==> src/rtl/assert_macros.svh <==
// Assertion macros shared by the buddy block splitter RTL.
// No dependencies; included by the files that carry assertions.
`ifndef ASSERT_MACROS_SVH
`define ASSERT_MACROS_SVH

// Property that must hold at every clock edge outside reset.
`define BBS_ASSERT(label, clk, rst_n, prop, msg) \
	label: assert property (@(posedge clk) disable iff (!rst_n) (prop)) \
		else $error(msg);

// When ante holds, cons must hold in the next cycle.
`define BBS_ASSERT_NEXT(label, clk, rst_n, ante, cons, msg) \
	label: assert property (@(posedge clk) disable iff (!rst_n) (ante) |=> (cons)) \
		else $error(msg);

`endif

==> src/rtl/bbs_pkg.sv <==
// Types, codes and helpers shared by the buddy block splitter modules.
// No dependencies.
package bbs_pkg;

	localparam int ORDER_W = 3;
	localparam int REQ_W   = 7;
	localparam int ID_W    = 16;
	localparam int COUNT_W = 7;
	localparam int RKIND_W = 2;
	localparam int RDOP_W  = 2;

	localparam logic KIND_ALLOC = 1'b0;
	localparam logic KIND_QUERY = 1'b1;

	localparam logic [RKIND_W-1:0] RES_ALLOC_DONE  = 2'd0;
	localparam logic [RKIND_W-1:0] RES_NO_SPACE    = 2'd1;
	localparam logic [RKIND_W-1:0] RES_QUERY_ENTRY = 2'd2;

	localparam logic [RDOP_W-1:0] RD_SCAN  = 2'd0;
	localparam logic [RDOP_W-1:0] RD_SHIFT = 2'd1;
	localparam logic [RDOP_W-1:0] RD_QUERY = 2'd2;

	typedef struct packed {
		logic              kind;
		logic [ID_W-1:0]   block_id;
		logic [REQ_W-1:0]  request_size;
	} bbs_in_t;

	typedef struct packed {
		logic [RKIND_W-1:0] result_kind;
		logic [COUNT_W-1:0] block_count;
		logic [ID_W-1:0]    entry_id;
		logic               last;
	} bbs_out_t;

	typedef struct packed {
		logic              init_list;
		logic              load;
		logic              rd;
		logic [RDOP_W-1:0] rd_op;
		logic              rd_down;
		logic              mark;
		logic              split_setup;
		logic              fill_wr;
		logic              respond;
	} ctl_cmd_t;

	typedef struct packed {
		logic in_kind;
		logic ptr_at_end;
		logic ptr_at_split;
		logic exact_found;
		logic big_found;
		logic tail_empty;
		logic fill_last;
	} ctl_sts_t;

	// smallest order whose block holds req units, saturating at 7
	function automatic logic [ORDER_W-1:0] order_for(input logic [REQ_W-1:0] req);
		logic [ORDER_W-1:0] o;
		o = '0;
		for (int k = 0; k < (1 << ORDER_W) - 1; k++) begin
			if (REQ_W'(1 << k) < req)
				o = o + ORDER_W'(1);
		end
		return o;
	endfunction

endpackage

==> src/rtl/bbs_ram.sv <==
// Generic single write port RAM with registered read.
// No dependencies.
module bbs_ram #(
	parameter int WIDTH = 8,
	parameter int DEPTH = 64
) (
	input  logic                     clk,
	input  logic                     we,
	input  logic [$clog2(DEPTH)-1:0] waddr,
	input  logic [WIDTH-1:0]         wdata,
	input  logic [$clog2(DEPTH)-1:0] raddr,
	output logic [WIDTH-1:0]         rdata
);

	logic [WIDTH-1:0] mem [DEPTH];

	always_ff @(posedge clk) begin
		if (we)
			mem[waddr] <= wdata;
		rdata <= mem[raddr];
	end

endmodule

==> src/rtl/bbs_ctrl.sv <==
// Sequencing state machine for the buddy block splitter.
// Depends on bbs_pkg for the command and status structs.
module bbs_ctrl (
	input  logic              clk,
	input  logic              arst_n,
	input  logic              cfg_we,
	input  logic              start,
	input  bbs_pkg::ctl_sts_t sts,
	output bbs_pkg::ctl_cmd_t ctl,
	output logic              busy
);

	localparam logic [3:0] S_IDLE    = 4'd0;
	localparam logic [3:0] S_INIT    = 4'd1;
	localparam logic [3:0] S_SCAN    = 4'd2;
	localparam logic [3:0] S_SDRAIN  = 4'd3;
	localparam logic [3:0] S_DECIDE  = 4'd4;
	localparam logic [3:0] S_SHIFT   = 4'd5;
	localparam logic [3:0] S_SHDRAIN = 4'd6;
	localparam logic [3:0] S_FILL    = 4'd7;
	localparam logic [3:0] S_RESP    = 4'd8;
	localparam logic [3:0] S_QUERY   = 4'd9;
	localparam logic [3:0] S_QDRAIN  = 4'd10;

	logic [3:0] state_q;
	logic [3:0] state_d;

	assign busy = (state_q != S_IDLE) || cfg_we;

	always_comb begin
		ctl     = '0;
		state_d = state_q;
		unique case (state_q)
			S_IDLE: begin
				if (start) begin
					ctl.load = 1'b1;
					state_d  = (sts.in_kind == bbs_pkg::KIND_QUERY) ? S_QUERY : S_SCAN;
				end
			end
			S_INIT: begin
				ctl.init_list = 1'b1;
				state_d       = S_IDLE;
			end
			S_SCAN: begin
				ctl.rd    = 1'b1;
				ctl.rd_op = bbs_pkg::RD_SCAN;
				if (sts.ptr_at_end)
					state_d = S_SDRAIN;
			end
			S_SDRAIN: begin
				state_d = S_DECIDE;
			end
			S_DECIDE: begin
				if (sts.exact_found) begin
					ctl.mark = 1'b1;
					state_d  = S_RESP;
				end else if (sts.big_found) begin
					ctl.split_setup = 1'b1;
					state_d         = sts.tail_empty ? S_FILL : S_SHIFT;
				end else begin
					state_d = S_RESP;
				end
			end
			S_SHIFT: begin
				ctl.rd      = 1'b1;
				ctl.rd_op   = bbs_pkg::RD_SHIFT;
				ctl.rd_down = 1'b1;
				if (sts.ptr_at_split)
					state_d = S_SHDRAIN;
			end
			S_SHDRAIN: begin
				state_d = S_FILL;
			end
			S_FILL: begin
				ctl.fill_wr = 1'b1;
				if (sts.fill_last)
					state_d = S_RESP;
			end
			S_RESP: begin
				ctl.respond = 1'b1;
				state_d     = S_IDLE;
			end
			S_QUERY: begin
				ctl.rd    = 1'b1;
				ctl.rd_op = bbs_pkg::RD_QUERY;
				if (sts.ptr_at_end)
					state_d = S_QDRAIN;
			end
			S_QDRAIN: begin
				state_d = S_IDLE;
			end
			default: begin
				state_d = S_IDLE;
			end
		endcase
		if (cfg_we)
			state_d = S_INIT;
	end

	always_ff @(posedge clk or negedge arst_n) begin
		if (!arst_n)
			state_q <= S_INIT;
		else
			state_q <= state_d;
	end

endmodule

==> src/rtl/bbs_dpath.sv <==
// Datapath of the buddy block splitter: block list RAM, scan, shift and fill.
// Depends on bbs_pkg, bbs_ram and assert_macros.svh.
`include "assert_macros.svh"

module bbs_dpath #(
	parameter int MAX_ORDER = 6,
	parameter int ID_WIDTH  = 16
) (
	input  logic                               clk,
	input  logic                               arst_n,
	input  logic                               cfg_we,
	input  logic [bbs_pkg::ORDER_W-1:0]        cfg_data,
	input  bbs_pkg::bbs_in_t                   cmd_in,
	input  bbs_pkg::ctl_cmd_t                  ctl,
	output bbs_pkg::ctl_sts_t                  sts,
	output bbs_pkg::bbs_out_t                  result,
	output logic                               result_valid
);

	localparam int Depth = 1 << MAX_ORDER;
	localparam int AddrW = MAX_ORDER;
	localparam int CntW  = MAX_ORDER + 1;
	localparam int OwnW  = (ID_WIDTH < bbs_pkg::ID_W) ? ID_WIDTH : bbs_pkg::ID_W;
	localparam int OrdW  = bbs_pkg::ORDER_W;
	localparam int WordW = OrdW + 1 + OwnW;

	typedef struct packed {
		logic [OrdW-1:0] order;
		logic            used;
		logic [OwnW-1:0] owner;
	} word_t;

	logic [OrdW-1:0]           total_order_q;
	logic [OrdW-1:0]           tot_sat;
	logic [CntW-1:0]           len_q;
	logic [CntW-1:0]           len_m1;
	logic [CntW-1:0]           ptr_q;
	logic [OwnW-1:0]           id_q;
	logic [OrdW-1:0]           want_q;
	logic                      exact_found_q;
	logic [AddrW-1:0]          exact_idx_q;
	logic                      big_found_q;
	logic [AddrW-1:0]          big_idx_q;
	logic [OrdW-1:0]           big_order_q;
	logic [OrdW-1:0]           d_q;
	logic [OrdW-1:0]           fill_q;
	logic                      rd_valid_s1;
	logic [bbs_pkg::RDOP_W-1:0] rd_op_s1;
	logic [AddrW-1:0]          rd_idx_s1;
	logic                      ram_we;
	logic [AddrW-1:0]          ram_waddr;
	word_t                     ram_wword;
	logic [WordW-1:0]          ram_rdata;
	word_t                     rd_word;
	logic                      success;
	bbs_pkg::bbs_out_t         result_q;
	logic                      result_valid_q;

	assign tot_sat = (total_order_q > OrdW'(MAX_ORDER)) ? OrdW'(MAX_ORDER) : total_order_q;
	assign len_m1  = len_q - CntW'(1);
	assign rd_word = word_t'(ram_rdata);
	assign success = exact_found_q | big_found_q;

	assign sts.in_kind      = cmd_in.kind;
	assign sts.ptr_at_end   = (ptr_q == len_m1);
	assign sts.ptr_at_split = (ptr_q == CntW'(big_idx_q) + CntW'(1));
	assign sts.exact_found  = exact_found_q;
	assign sts.big_found    = big_found_q;
	assign sts.tail_empty   = (CntW'(big_idx_q) == len_m1);
	assign sts.fill_last    = (fill_q == d_q);

	always_comb begin
		ram_we    = 1'b0;
		ram_waddr = '0;
		ram_wword = '0;
		if (ctl.init_list) begin
			ram_we          = 1'b1;
			ram_wword.order = tot_sat;
		end else if (ctl.mark) begin
			ram_we    = 1'b1;
			ram_waddr = exact_idx_q;
			ram_wword = '{order: want_q, used: 1'b1, owner: id_q};
		end else if (ctl.fill_wr) begin
			ram_we    = 1'b1;
			ram_waddr = big_idx_q + AddrW'(fill_q);
			if (fill_q == '0)
				ram_wword = '{order: want_q, used: 1'b1, owner: id_q};
			else
				ram_wword.order = want_q + fill_q - OrdW'(1);
		end else if (rd_valid_s1 && (rd_op_s1 == bbs_pkg::RD_SHIFT)) begin
			ram_we    = 1'b1;
			ram_waddr = rd_idx_s1 + AddrW'(d_q);
			ram_wword = rd_word;
		end
	end

	bbs_ram #(
		.WIDTH(WordW),
		.DEPTH(Depth)
	) u_list (
		.clk  (clk),
		.we   (ram_we),
		.waddr(ram_waddr),
		.wdata(WordW'(ram_wword)),
		.raddr(ptr_q[AddrW-1:0]),
		.rdata(ram_rdata)
	);

	// control state
	always_ff @(posedge clk or negedge arst_n) begin
		if (!arst_n) begin
			total_order_q  <= OrdW'(6);
			len_q          <= CntW'(1);
			exact_found_q  <= 1'b0;
			big_found_q    <= 1'b0;
			rd_valid_s1    <= 1'b0;
			result_valid_q <= 1'b0;
		end else begin
			if (cfg_we)
				total_order_q <= cfg_data;
			if (ctl.init_list)
				len_q <= CntW'(1);
			if (ctl.fill_wr && (fill_q == d_q))
				len_q <= len_q + CntW'(d_q);
			if (ctl.load) begin
				exact_found_q <= 1'b0;
				big_found_q   <= 1'b0;
			end
			if (rd_valid_s1 && (rd_op_s1 == bbs_pkg::RD_SCAN) && !rd_word.used) begin
				if ((rd_word.order == want_q) && !exact_found_q)
					exact_found_q <= 1'b1;
				if ((rd_word.order > want_q) && !big_found_q)
					big_found_q <= 1'b1;
			end
			rd_valid_s1    <= ctl.rd;
			result_valid_q <= ctl.respond || (rd_valid_s1 && (rd_op_s1 == bbs_pkg::RD_QUERY));
		end
	end

	// payload
	always_ff @(posedge clk) begin
		if (ctl.load) begin
			id_q   <= cmd_in.block_id[OwnW-1:0];
			want_q <= bbs_pkg::order_for(cmd_in.request_size);
			ptr_q  <= '0;
		end
		if (ctl.rd)
			ptr_q <= ctl.rd_down ? ptr_q - CntW'(1) : ptr_q + CntW'(1);
		if (ctl.split_setup) begin
			d_q    <= big_order_q - want_q;
			ptr_q  <= len_m1;
			fill_q <= '0;
		end
		if (ctl.fill_wr)
			fill_q <= fill_q + OrdW'(1);
		rd_op_s1  <= ctl.rd_op;
		rd_idx_s1 <= ptr_q[AddrW-1:0];
		if (rd_valid_s1 && (rd_op_s1 == bbs_pkg::RD_SCAN) && !rd_word.used) begin
			if ((rd_word.order == want_q) && !exact_found_q)
				exact_idx_q <= rd_idx_s1;
			if ((rd_word.order > want_q) && !big_found_q) begin
				big_idx_q   <= rd_idx_s1;
				big_order_q <= rd_word.order;
			end
		end
		if (ctl.respond) begin
			result_q.result_kind <= success ? bbs_pkg::RES_ALLOC_DONE : bbs_pkg::RES_NO_SPACE;
			result_q.block_count <= bbs_pkg::COUNT_W'(len_q);
			result_q.entry_id    <= success ? bbs_pkg::ID_W'(id_q) : '0;
			result_q.last        <= 1'b1;
		end else if (rd_valid_s1 && (rd_op_s1 == bbs_pkg::RD_QUERY)) begin
			result_q.result_kind <= bbs_pkg::RES_QUERY_ENTRY;
			result_q.block_count <= bbs_pkg::COUNT_W'(len_q);
			result_q.entry_id    <= rd_word.used ? bbs_pkg::ID_W'(rd_word.owner) : '0;
			result_q.last        <= (CntW'(rd_idx_s1) == len_m1);
		end
	end

	assign result       = result_q;
	assign result_valid = result_valid_q;

	`BBS_ASSERT(a_len_range, clk, arst_n, (len_q != '0) && (len_q <= CntW'(Depth)), "list length out of range")
	`BBS_ASSERT(a_fill_needs_split, clk, arst_n, ctl.fill_wr |-> big_found_q, "fill without a block to split")
	`BBS_ASSERT_NEXT(a_read_in_list, clk, arst_n, ctl.rd, rd_valid_s1 && (CntW'(rd_idx_s1) <= len_m1), "read beyond list end")

endmodule

==> src/rtl/buddy_block_splitter_unit.sv <==
// Top level of the buddy block splitter: allocate-only buddy allocator.
// Depends on bbs_pkg, bbs_ctrl and bbs_dpath.
//
// channel   direction  handshake                     payload
// command   in         start, busy                   cmd    (bbs_in_t)
// result    out        result_valid (one cycle)      result (bbs_out_t)
// config    in         cfg_valid, cfg_ready          cfg_data (total_order)
//
// Allocate: scans the list, marks the first free exact fit, or else splits
//   the first larger free block, shifting the tail and filling in the buddies.
// Query: one result per block, in consecutive cycles.
// After reset and each config write, S_INIT rewrites the first list entry (busy high).
// Results are registered after their last work cycle; the receiver cannot stall.
module buddy_block_splitter_unit #(
	parameter int MAX_ORDER = 6,
	parameter int ID_WIDTH  = 16
) (
	input  logic                        clk,
	input  logic                        arst_n,
	input  logic                        start,
	output logic                        busy,
	input  bbs_pkg::bbs_in_t            cmd,
	output bbs_pkg::bbs_out_t           result,
	output logic                        result_valid,
	input  logic                        cfg_valid,
	output logic                        cfg_ready,
	input  logic [bbs_pkg::ORDER_W-1:0] cfg_data
);

	logic              cfg_we;
	bbs_pkg::ctl_cmd_t ctl;
	bbs_pkg::ctl_sts_t sts;

	assign cfg_ready = 1'b1;
	assign cfg_we    = cfg_valid & cfg_ready;

	bbs_ctrl u_ctrl (
		.clk   (clk),
		.arst_n(arst_n),
		.cfg_we(cfg_we),
		.start (start),
		.sts   (sts),
		.ctl   (ctl),
		.busy  (busy)
	);

	bbs_dpath #(
		.MAX_ORDER(MAX_ORDER),
		.ID_WIDTH (ID_WIDTH)
	) u_dpath (
		.clk         (clk),
		.arst_n      (arst_n),
		.cfg_we      (cfg_we),
		.cfg_data    (cfg_data),
		.cmd_in      (cmd),
		.ctl         (ctl),
		.sts         (sts),
		.result      (result),
		.result_valid(result_valid)
	);

endmodule
==> config.mk <==
export PLATFORM = sky130hd
export DESIGN_NAME = buddy_block_splitter_unit
export DESIGN_NICKNAME = d
export VERILOG_FILES = /design/src/rtl/bbs_pkg.sv /design/src/rtl/bbs_ram.sv /design/src/rtl/bbs_ctrl.sv /design/src/rtl/bbs_dpath.sv /design/src/rtl/buddy_block_splitter_unit.sv
export VERILOG_INCLUDE_DIRS = /design/src /design/src/rtl
export SDC_FILE = /design/constraint.sdc
export NUM_CORES = 1
export LEC_CHECK = 0
export BUFFER_PORTS_ARGS = -buffer_cell sky130_fd_sc_hd__buf_2
export CORE_UTILIZATION = 50
export DETAILED_ROUTE_END_ITERATION = 10
export PLACE_DENSITY_LB_ADDON = 0.3
export SLEW_MARGIN = 5
export SYNTH_ARGS = -nofsm -noshare
export SYNTH_HDL_FRONTEND = slang
export SYNTH_SLANG_ARGS = --single-unit
==> constraint.sdc <==
create_clock -name clk -period 4.6 [get_ports clk]
set_input_delay 0 -clock clk [delete_from_list [all_inputs] [get_ports clk]]
set_output_delay 0 -clock clk [all_outputs]
set_load 0.05 [all_outputs]
==> out/metrics.yaml <==
worst_setup_path:
  cp-start-kind: "input port"
  rrSetupSlack_ns: 0.82
  reg2reg_depth: 11
  worst_path_max_delay_cell: "dlygate4sd3_1"
  crit_path_frequent_cell: "ha_1"
  path_max_fanout: 10
  cp-end-kind: "flip-flop"
  required_ns: 5.08
  critPathKind: "in -> reg"
  reg2reg_from: "u_dpath.fill_q[0]"
  slowest_delay_ns: 0.57
  critical_path.cell_chain: "dlygate4sd3_1, buf_2, or3_1, or4_1, ha_1, or2_2, ha_1, inv_1, a21boi_1, ha_1, mux2_2, ha_1, nand2_1, nand2_1, ha_1, a22o_1, a22oi_1, dlygate4sd3_1, nand2_1"
  rr_endpoint: "u_dpath.u_list.mem[57][2]"
  crit_arrival_ns: 4.81
outcome:
  status: "finished, final reports clean"
yosys:
  synthArstFlopShare_pct: 1.287
  synthCells: 2480
  synth-seq-cells: 1399
  syn-num-nets: 2546
  synth_area_mm2: 0.05519
  synthTopCellsByArea: "edfxtp_1 74%, mux4_2 17%, dfxtp_1 1.1%"
  yosysMostFrequentCell: "edfxtp_1"
  ys_warn_count: 0
  ys_types: 70
  yosysTopAreaCellShare_pct: 73.56
  yosys_most_used_dff: "edfxtp_1"
  ys_seq_area_share_pct: 75.44
  synth_edf_count: 1352
  synth_common_cells: "1,352 x edfxtp_1, 420 x mux4_2, 83 x clkbuf_1"
  syn_avg_cell_area_um2: 22.25
  yosys.area.top_type: "edfxtp_1"
routing:
  dr_total_vias: 26645
  final_antenna_net_count: 0
  drt-initial-drc-count: 3171
  detail_route.first_pass.iterations: 5
  wl_per_cell_um: 29.39
  vias_per_cell: 6.178
  drc: 0
  wl_mm: 126.8
cts:
  cts_setup_buffers: 0
  htree_levels: 4
  cts_made_buffers: 139
  cts_root_buffer: "clkbuf_16"
  clkTransAtPathRegs_ns: 0.06
  clockBufferDepth: 3
  cts_sinks: 1399
  tritoncts: "yes"
  clock_latency_ns: 0.74
global_routing:
  grt_pass1_vias: 26898
  grt_max_degree: 105
  grt_first_pass_wirelength_mm: 185.8
  grt_overflow: 0
  grt_usage_pct: 23.20
  antenna_found_initial: 3
sta:
  setup_viol_count_final: 0
  layout_min_cycle_time_ns: 4.322
  worst_pin_slew_ns: 1.264
  slew_violations: 0
  slew_headroom_pct: 15.05
  clock_skew_ns: 0.02131
  hold_ws_ns: 0.05755
  fin_crit_sh_pct: 93.96
  max_freq_mhz: 231.4
  final_hold_viol_count: 0
  setup_tns_ns: 0
  rsz0062_at_grt: "no"
placed_design:
  numPortBuffers: 58
  place.gp.congestion: 0.8706
  place_hpwl_mm: 77.62
floorplanning:
  start_util_pct: 50.56
  core_mm2: 0.1092
  ios: 60
  die_h_um: 334.2
  die_area_mm2: 0.1117
  die_x_um: 334.2
  placementRows: 121
hold_path:
  hold_depth: 6
  hold_path_class: "in -> reg"
  min_from: "cmd[4]"
  whs_endpoint: "u_dpath.want_q[2]"
final_layout:
  fin_util_pct: 58.17
  nets: 2794
  drive_gt1_share_pct: 32.03
  multi_input_area_mm2: 0.01332
  fill_cells: 7587
  syn2layout_area_growth_pct: 15.06
  regArea_mm2: 0.04163
job:
  max_cap_violations: 0
power_and_ir_drop:
  ir_drop_v: 0.0003937
  power_density_mw_per_mm2: 497.4
  p_leak_nw: 22.93
==> metrics by stage <==
stage                     area [um^2]  power, mW  cells  setup WS [ns]
final                           63500      31.59   4313         0.2781
after global routing            63490      32.59   4311        0.05795
after CTS                       63490      31.84   4311         0.2397
after detailed placement        58540      20.78   4013         0.5540
after global placement          58540      20.66   4013         0.5972
after floorplan                 55190      18.85   2480         0.1048
==> routing by layer <==
metal	share of wire, %	GRT usage [%]	vias to the layer above	wire, um
met5	0	0	-	0
met4	3.6	9.028	0	4596
met3	8.1	4.685	212	10210
met2	48	35.99	1223	60480
met1	41	32.69	14225	51480
li1	-	-	10985	-
==> state kept, by name, indices dropped and copies added, names as in the netlist, 4 cells and up <==
signal and cells:
u_ctrl.state_q 4, u_dpath.big_idx_q 6, u_dpath.exact_idx_q 6, u_dpath.id_q 16, u_dpath.len_q 7, u_dpath.ptr_q 7, u_dpath.rd_idx_s1 6, u_dpath.result 26
u_dpath.u_list.mem 1280, u_dpath.u_list.rdata 20
==> area by class of cell <==
class                      count  area share, %
sequential                  1399          65.57
multi-input combinational    915          20.97
timing repair buffer         244          3.365
inverter                      29         0.1714
tap                         1476          2.908
antenna                        2       0.007882
clock inverter                79          1.318
clock buffer                 169          5.689
==> what timing repair did <==
item,in CTS,in global routing
setup endpoints to repair,0,1
hold buffers,50,0
gates resized for setup,0,1
hold endpoints to repair,46,0
==> placed cells by master (no fill, tap or decap), drive strengths merged, types with 13 or more instances in the layout <==
cell and n:
a21oi 26, a22o 21, a22oi 18, buf 194, bufinv 14, clkbuf 169, clkinv 57, dfrtp 14
dfxtp 29, dlygate4sd3 50, edfxtp 1352, ha 30, inv 35, mux4 420, nand2 51, nand2b 13
nand3 14, nor2 47, nor3 64, nor4 16, o21ai 26, xnor2 46
==> worst max-delay path, delay by kind of cell <==
kind	cells	cell delay [ns]
muxes	1	0.28
and+or+nand+nor	6	1.33
buffers and inverters	4	1.32
AOI/OAI and AO/OA	3	0.51
adders and majority gates	5	1.37
==> power by group <==
part / switching, mW / internal (mW)
registers: 0.328 / 14.6
clock network: 4.67 / 6.40
logic: 3.35 / 2.28
==> logic make-up after synthesis <==
group	Yosys count	synth area share (%)
AOI/OAI and AO/OA	140	1.791
xor gates and xnor gates	58	0.9340
adders and majority gates	35	0.8615
buffers and inverters	166	1.360
DFF	1399	75.44
muxes	427	17.27
other	1	0.006795
and+or+nand+nor	254	2.333
==> how the worst max path moves through the flow <==
stage,endpoint,start
after floorplan,u_dpath.u_list.mem[44][0],u_dpath.d_q[1]
after global placement,u_dpath.want_q[1],cmd[6]
after detailed placement,u_dpath.want_q[1],cmd[6]
after CTS,u_dpath.want_q[1],cmd[6]
after global routing,u_dpath.want_q[1],cmd[6]
final,u_dpath.want_q[1],cmd[6]
Power figures use the tool's default switching activity.
